## config.mk

```make
export PLATFORM = sky130hd
export DESIGN_NAME = esc_temp
export DESIGN_NICKNAME = d
export VERILOG_FILES = /design/src/sv/env_sensor_compensation_core_defines.svh /design/src/sv/esc_pkg.sv /design/src/sv/esc_temp.sv
export SDC_FILE = /design/constraint.sdc
export NUM_CORES = 2
export LEC_CHECK = 0
export BUFFER_PORTS_ARGS = -buffer_cell sky130_fd_sc_hd__buf_4
export CAP_MARGIN = 20
export CORE_MARGIN = 3
export CORE_UTILIZATION = 60
export DETAILED_ROUTE_END_ITERATION = 16
export HOLD_SLACK_MARGIN = 0.02
export PLACE_DENSITY = 0.81
export SETUP_SLACK_MARGIN = 0.1
export SYNTH_ARGS = -nofsm -noshare
export SYNTH_HDL_FRONTEND = slang
export SYNTH_SLANG_ARGS = --single-unit
```

## constraint.sdc

```tcl
create_clock -name clock -period 22.4 [get_ports clock]
set_input_delay 2.24 -clock clock [delete_from_list [all_inputs] [get_ports clock]]
set_output_delay 2.24 -clock clock [all_outputs]
set_load 0.02 [all_outputs]
```

## src/sv/env_sensor_compensation_core_defines.svh

```systemverilog
// Assertion macros shared by the compensation core.
`ifndef ENV_SENSOR_COMPENSATION_CORE_DEFINES_SVH
`define ENV_SENSOR_COMPENSATION_CORE_DEFINES_SVH

// Same-cycle implication, checked outside reset.
`define ESC_ASSERT_NOW(lbl, clk, rst, ante, cons, msg) \
   lbl: assert property (@(posedge clk) disable iff (rst) (ante) |-> (cons)) \
      else $error(msg);

// Next-cycle implication, checked outside reset.
`define ESC_ASSERT_NEXT(lbl, clk, rst, ante, cons, msg) \
   lbl: assert property (@(posedge clk) disable iff (rst) (ante) |=> (cons)) \
      else $error(msg);

`endif

```

## src/sv/esc_pkg.sv

```systemverilog
// Shared types, constants and helpers of the sensor compensation core.
package esc_pkg;

   // Pipeline stage numbers, counted from the input register (stage 0).
   localparam int TEMP_STAGE  = 4;
   localparam int HUM_STAGE   = 10;
   localparam int OUT_STAGE   = 83;
   localparam int DIV_STEPS   = 64;

   localparam logic [31:0] T_FINE_HUM_OFS = 32'd76800;
   localparam logic [63:0] T_FINE_PRS_OFS = 64'd128000;
   localparam logic [63:0] PRS_FULL_SCALE = 64'd1048576;
   localparam logic [63:0] PRS_SCALE      = 64'd3125;
   localparam logic [31:0] HUM_CLAMP_MAX  = 32'd419430400;

   typedef enum logic [2:0] {
      REG_TEMP_TRIM    = 3'd0,
      REG_PRESS_TRIM_A = 3'd1,
      REG_PRESS_TRIM_B = 3'd2,
      REG_PRESS_TRIM_C = 3'd3,
      REG_HUM_TRIM     = 3'd4
   } esc_reg_type;

   typedef struct packed {
      logic        [15:0] t1;
      logic signed [15:0] t2;
      logic signed [15:0] t3;
      logic        [15:0] p1;
      logic signed [15:0] p2;
      logic signed [15:0] p3;
      logic signed [15:0] p4;
      logic signed [15:0] p5;
      logic signed [15:0] p6;
      logic signed [15:0] p7;
      logic signed [15:0] p8;
      logic signed [15:0] p9;
      logic        [7:0]  h1;
      logic signed [15:0] h2;
      logic        [7:0]  h3;
      logic signed [11:0] h4;
      logic signed [11:0] h5;
      logic signed [7:0]  h6;
   } esc_trim_type;

   function automatic logic [31:0] asr32(input logic [31:0] x, input int s);
      return 32'($signed(x) >>> s);
   endfunction

   function automatic logic [63:0] asr64(input logic [63:0] x, input int s);
      return 64'($signed(x) >>> s);
   endfunction

endpackage

```

## src/sv/esc_temp.sv

```systemverilog
// Temperature compensation stages producing t_fine and the centidegree value.
module esc_temp (
   input  logic                 clock,
   input  logic                 en,
   input  logic [19:0]          raw_t,
   input  esc_pkg::esc_trim_type trim,
   output logic [31:0]          tfine,
   output logic [31:0]          tout
);
   import esc_pkg::*;

   logic signed [17:0] a_s;
   logic signed [16:0] b_s;
   logic signed [33:0] m1;
   logic signed [33:0] bb;
   logic signed [47:0] m3;
   logic [31:0] m1_ff, bb_ff, v1_ff, m3_ff, tfine_ff, tout_ff;

   always_comb begin
      a_s = $signed({1'b0, raw_t[19:3]}) - $signed({1'b0, trim.t1, 1'b0});
      b_s = $signed({1'b0, raw_t[19:4]}) - $signed({1'b0, trim.t1});
      m1  = a_s * trim.t2;
      bb  = b_s * b_s;
      m3  = $signed(asr32(bb_ff, 12)) * trim.t3;
   end

   always_ff @(posedge clock) begin
      if (en) begin
         m1_ff    <= m1[31:0];
         bb_ff    <= bb[31:0];
         v1_ff    <= asr32(m1_ff, 11);
         m3_ff    <= m3[31:0];
         tfine_ff <= v1_ff + asr32(m3_ff, 14);
         tout_ff  <= asr32({tfine_ff[29:0], 2'b00} + tfine_ff + 32'd128, 8);
      end
   end

   assign tfine = tfine_ff;
   assign tout  = tout_ff;
endmodule

```

==> impl_results.rst <==
.. list-table::
   :header-rows: 1

   * - Metric
     - Value
   * - Run status
     - finished clean
   * - Met1 Use GR
     - 34.2%
   * - Met3 demand-to-capacity share in global routing
     - 3.90%
   * - Number of hold violations in the final report
     - 0
   * - Synth-to-Final Area Change
     - 5.99%
   * - Post-synthesis share of cell area spent on full adders, half adders and majority gates
     - 56.5%
   * - Placeable core region
     - 59100 um2
   * - Maximum buffer depth of the clock tree
     - 2
   * - Via count
     - 24900
   * - Flops & latches, synth
     - 126
   * - Mean instance size in the synthesized netlist
     - 9.59 um2
   * - Launch point of the worst hold path
     - m1_ff[22]
   * - Count of distinct cell types in the synthesized netlist
     - 67
   * - Highest fanout seen on the critical path
     - 30
   * - Main combinational cell family by area after synthesis
     - adder cells
   * - Worst slew margin relative to its limit
     - 28.6%
   * - Master of the slowest instance on the critical path
     - sky130_fd_sc_hd__o21ai_1
   * - Pin count of the biggest net entering global routing
     - 68
   * - Clock root buffer master
     - sky130_fd_sc_hd__clkbuf_16
   * - Count of H-tree levels built during CTS
     - 4
   * - Worst setup SP type
     - primary input
   * - CTS tree
     - yes
   * - Highest achievable clock rate
     - 89.1 MHz
   * - Hold worst-path end
     - v1_ff[11]
   * - Number of buffers inserted by port buffering
     - 130
   * - Total number of yosys warnings
     - 0
   * - Worst clock skew
     - 0.0154 ns
   * - Multiplexer fraction of the synthesized cell area
     - 0.0314%
   * - Total wire length after detailed routing
     - 79100 um
   * - Number of buffers inserted for hold repair after clock tree synthesis
     - 0
   * - Number of clock buffers inserted by TritonCTS
     - 17
   * - Final number of max-transition violations
     - 0
   * - Commonest non-fill, non-tap cell in the layout
     - sky130_fd_sc_hd__inv_1
   * - Most used routing layer in global routing
     - met2
   * - Signal arrival time at the worst endpoint
     - 11.37 ns
   * - Starting density of the core
     - 60.7%
   * - Via count of the first global-routing pass
     - 28000
   * - DRC violations left
     - 0
   * - Detailed placer's ending HPWL
     - 63100 um
   * - Top cell type's share of synthesized area
     - 45.4%
   * - Simple-gate portion of the synthesized area
     - 12.8%
   * - Cell type with the highest aggregate area in the netlist
     - sky130_fd_sc_hd__fa_1
   * - Nets
     - 5182
   * - Crit end category
     - flip-flop
   * - DRC violation total after the first TritonRoute iteration
     - 1505
   * - Die Outline Area
     - 62800 um2
   * - Antenna violations before repair
     - 3
   * - Setup TNS
     - 0 ns
   * - Chip height
     - 251 um
   * - Final setup violation count
     - 0
   * - Leading cell types in the layout, fill and taps excluded
     - sky130_fd_sc_hd__inv_1 (979), sky130_fd_sc_hd__fa_1 (814), sky130_fd_sc_hd__nand2_1 (465), sky130_fd_sc_hd__ha_1 (318), sky130_fd_sc_hd__and2_1 (216)
   * - Clock transition at the register clock pins on the worst setup and hold paths after CTS
     - 0.07 ns
   * - Hold WC Path Type
     - flip-flop to flip-flop
   * - Sequential fraction of the synthesis area
     - 10.5%
   * - Required time of the critical path
     - 22.55 ns
   * - Instance count along the most critical hold path
     - 0
   * - X dimension of the die
     - 251 um
   * - Largest cells by area after synthesis
     - sky130_fd_sc_hd__fa_1 (45%), sky130_fd_sc_hd__ha_1 (11%), sky130_fd_sc_hd__edfxtp_1 (11%)
   * - Tot GR Track Use
     - 27.0%
   * - Fraction of layout instances using a drive strength above 1
     - 5.52%
   * - Number of detailed-route iterations in the first pass
     - 9
   * - FFs w/ async S/R, synth
     - 0%
   * - Routability congestion estimate from global placement
     - 0.914
   * - Most common cell on crit path
     - sky130_fd_sc_hd__fa_1
   * - Crit path kind
     - primary input to flip-flop
   * - Most instantiated flip-flop cell in the synthesis netlist
     - sky130_fd_sc_hd__edfxtp_1
   * - Net Count, Synth
     - 5153
   * - Period minus WS final
     - 11.22 ns
   * - Number of nets with antenna violations after detailed routing
     - 0
   * - I/O pin count
     - 342
   * - Average wire length per cell after detail routing
     - 17.4 um
   * - Launch instance of the worst register-to-register path
     - bb_ff[21]
   * - Largest stage delay on the critical path
     - 0.67 ns
   * - EDFF count, synth
     - 126
   * - Via-to-Cell Ratio
     - 5.46
   * - Wire length of the first global-routing pass
     - 135000 um
   * - Final critical-path share of the clock period
     - 50.1%
   * - Clk Latency, worst-skew pair
     - 0.45 ns
   * - Routing usage on met2
     - 47.8%
   * - Sink Count
     - 126
   * - Unrepaired setup endpoints after global routing
     - false
   * - Buffer count from post-CTS setup fixing
     - 0
   * - Logic depth of the worst register-to-register path
     - 22
   * - Terminus of the critical flop-to-flop path
     - m3_ff[31]
   * - Post-synthesis cell area
     - 35900 um2
   * - Actual slew at the worst max-slew pin
     - 1.06 ns
   * - Total of cells resized after clock tree synthesis
     - 0
   * - Number of rows created at floorplan
     - 89
   * - Number of cells produced by synthesis
     - 3743
   * - Worst setup slack for register-to-register paths
     - 14.82 ns
   * - Share of the synthesized area in compound gates (AO/OA/AOI/OAI)
     - 4.39%
   * - Post-synthesis share of cell area spent on xor and xnor gates
     - 3.79%
   * - Maxcap violations
     - 0
   * - Total gr overflow
     - 0
## synthesized netlist by cell type (10+ instances only)
| library cell | number |
|---|---|
| sky130_fd_sc_hd__a21o_1 | 39 |
| sky130_fd_sc_hd__a21oi_1 | 66 |
| sky130_fd_sc_hd__and2_1 | 216 |
| sky130_fd_sc_hd__and3_1 | 15 |
| sky130_fd_sc_hd__buf_4 | 19 |
| sky130_fd_sc_hd__clkbuf_1 | 115 |
| sky130_fd_sc_hd__edfxtp_1 | 126 |
| sky130_fd_sc_hd__fa_1 | 814 |
| sky130_fd_sc_hd__ha_1 | 318 |
| sky130_fd_sc_hd__inv_1 | 979 |
| sky130_fd_sc_hd__nand2_1 | 465 |
| sky130_fd_sc_hd__nand2b_1 | 40 |
| sky130_fd_sc_hd__nand3_1 | 28 |
| sky130_fd_sc_hd__nand4_1 | 10 |
| sky130_fd_sc_hd__nor2_1 | 120 |
| sky130_fd_sc_hd__nor2b_1 | 29 |
| sky130_fd_sc_hd__nor3_1 | 20 |
| sky130_fd_sc_hd__o21a_1 | 14 |
| sky130_fd_sc_hd__o21ai_0 | 35 |
| sky130_fd_sc_hd__xnor2_1 | 116 |
| sky130_fd_sc_hd__xor2_1 | 33 |
## kinds of logic after synthesis
group	count (synthesis)
xor gates and xnor gates	152
muxes	1
buffers and inverters	1125
and+or+nand+nor	972
DFF	126
AOI/OAI and AO/OA	235
adders and majority gates	1132
## worst max-delay path, delay by kind of cell
family,cells,cell delay (ns)
adder cells (fa/ha/maj),9,3.93
AO/OA/AOI/OAI,9,2.75
XOR/XNOR,2,0.70
buffers and inverters,4,0.57
AND/OR/NAND/NOR,5,1.14
## metal layers
layer / up-vias / part of all wire [%] / wire length, um
met5: - / 0.030 / 24
met4: 4 / 3.2 / 2520
li1: 11100 / - / -
met2: 883 / 51 / 40500
met3: 198 / 7.0 / 5500
met1: 12700 / 39 / 30600
## sequential cells by signal, indices dropped and copies added, names as in the netlist
register	count
v1_ff	21
tout	24
m1_ff	21
m3_ff	18
bb_ff	20
tfine	22
## worst max path at each step
stage	start	to	cells past startpoint
3_3_place_gp	raw_t[4]	m1_ff[31]	29
2_1_floorplan	trim[242]	m1_ff[31]	31
3_5_place_dp	raw_t[4]	m1_ff[31]	29
6_report	raw_t[4]	m1_ff[31]	29
4_1_cts	raw_t[4]	m1_ff[31]	29
5_1_grt	raw_t[4]	m1_ff[31]	31
## final cells by class
cell class              instances  area, um2
clock buffers                  17        425
well taps                     773        967
clock inverters                15        171
inverters                     984       3690
flip-flops and latches        126       3780
fillers                      4673      21100
diodes                          1       2.50
repair buffers                151       1130
multi-input cells            2492      27900
## through the flow
stage	utilization, %	hold slack [ns]	cells	instance area [um2]	setup slack, ns
CTS	64.3	0.421	4558	38000	11.29
detailed placement	63.3	0.407	4526	37400	10.86
floorplan	-	0.400	3743	35900	12.23
global placement	63.3	0.401	4526	37400	10.94
finish	64.3	0.416	4559	38000	11.18
global route	64.3	0.419	4558	38000	10.71
Power is not shown: default switching activity piles up to over one toggle a cycle in this logic, so the estimate is an artifact.
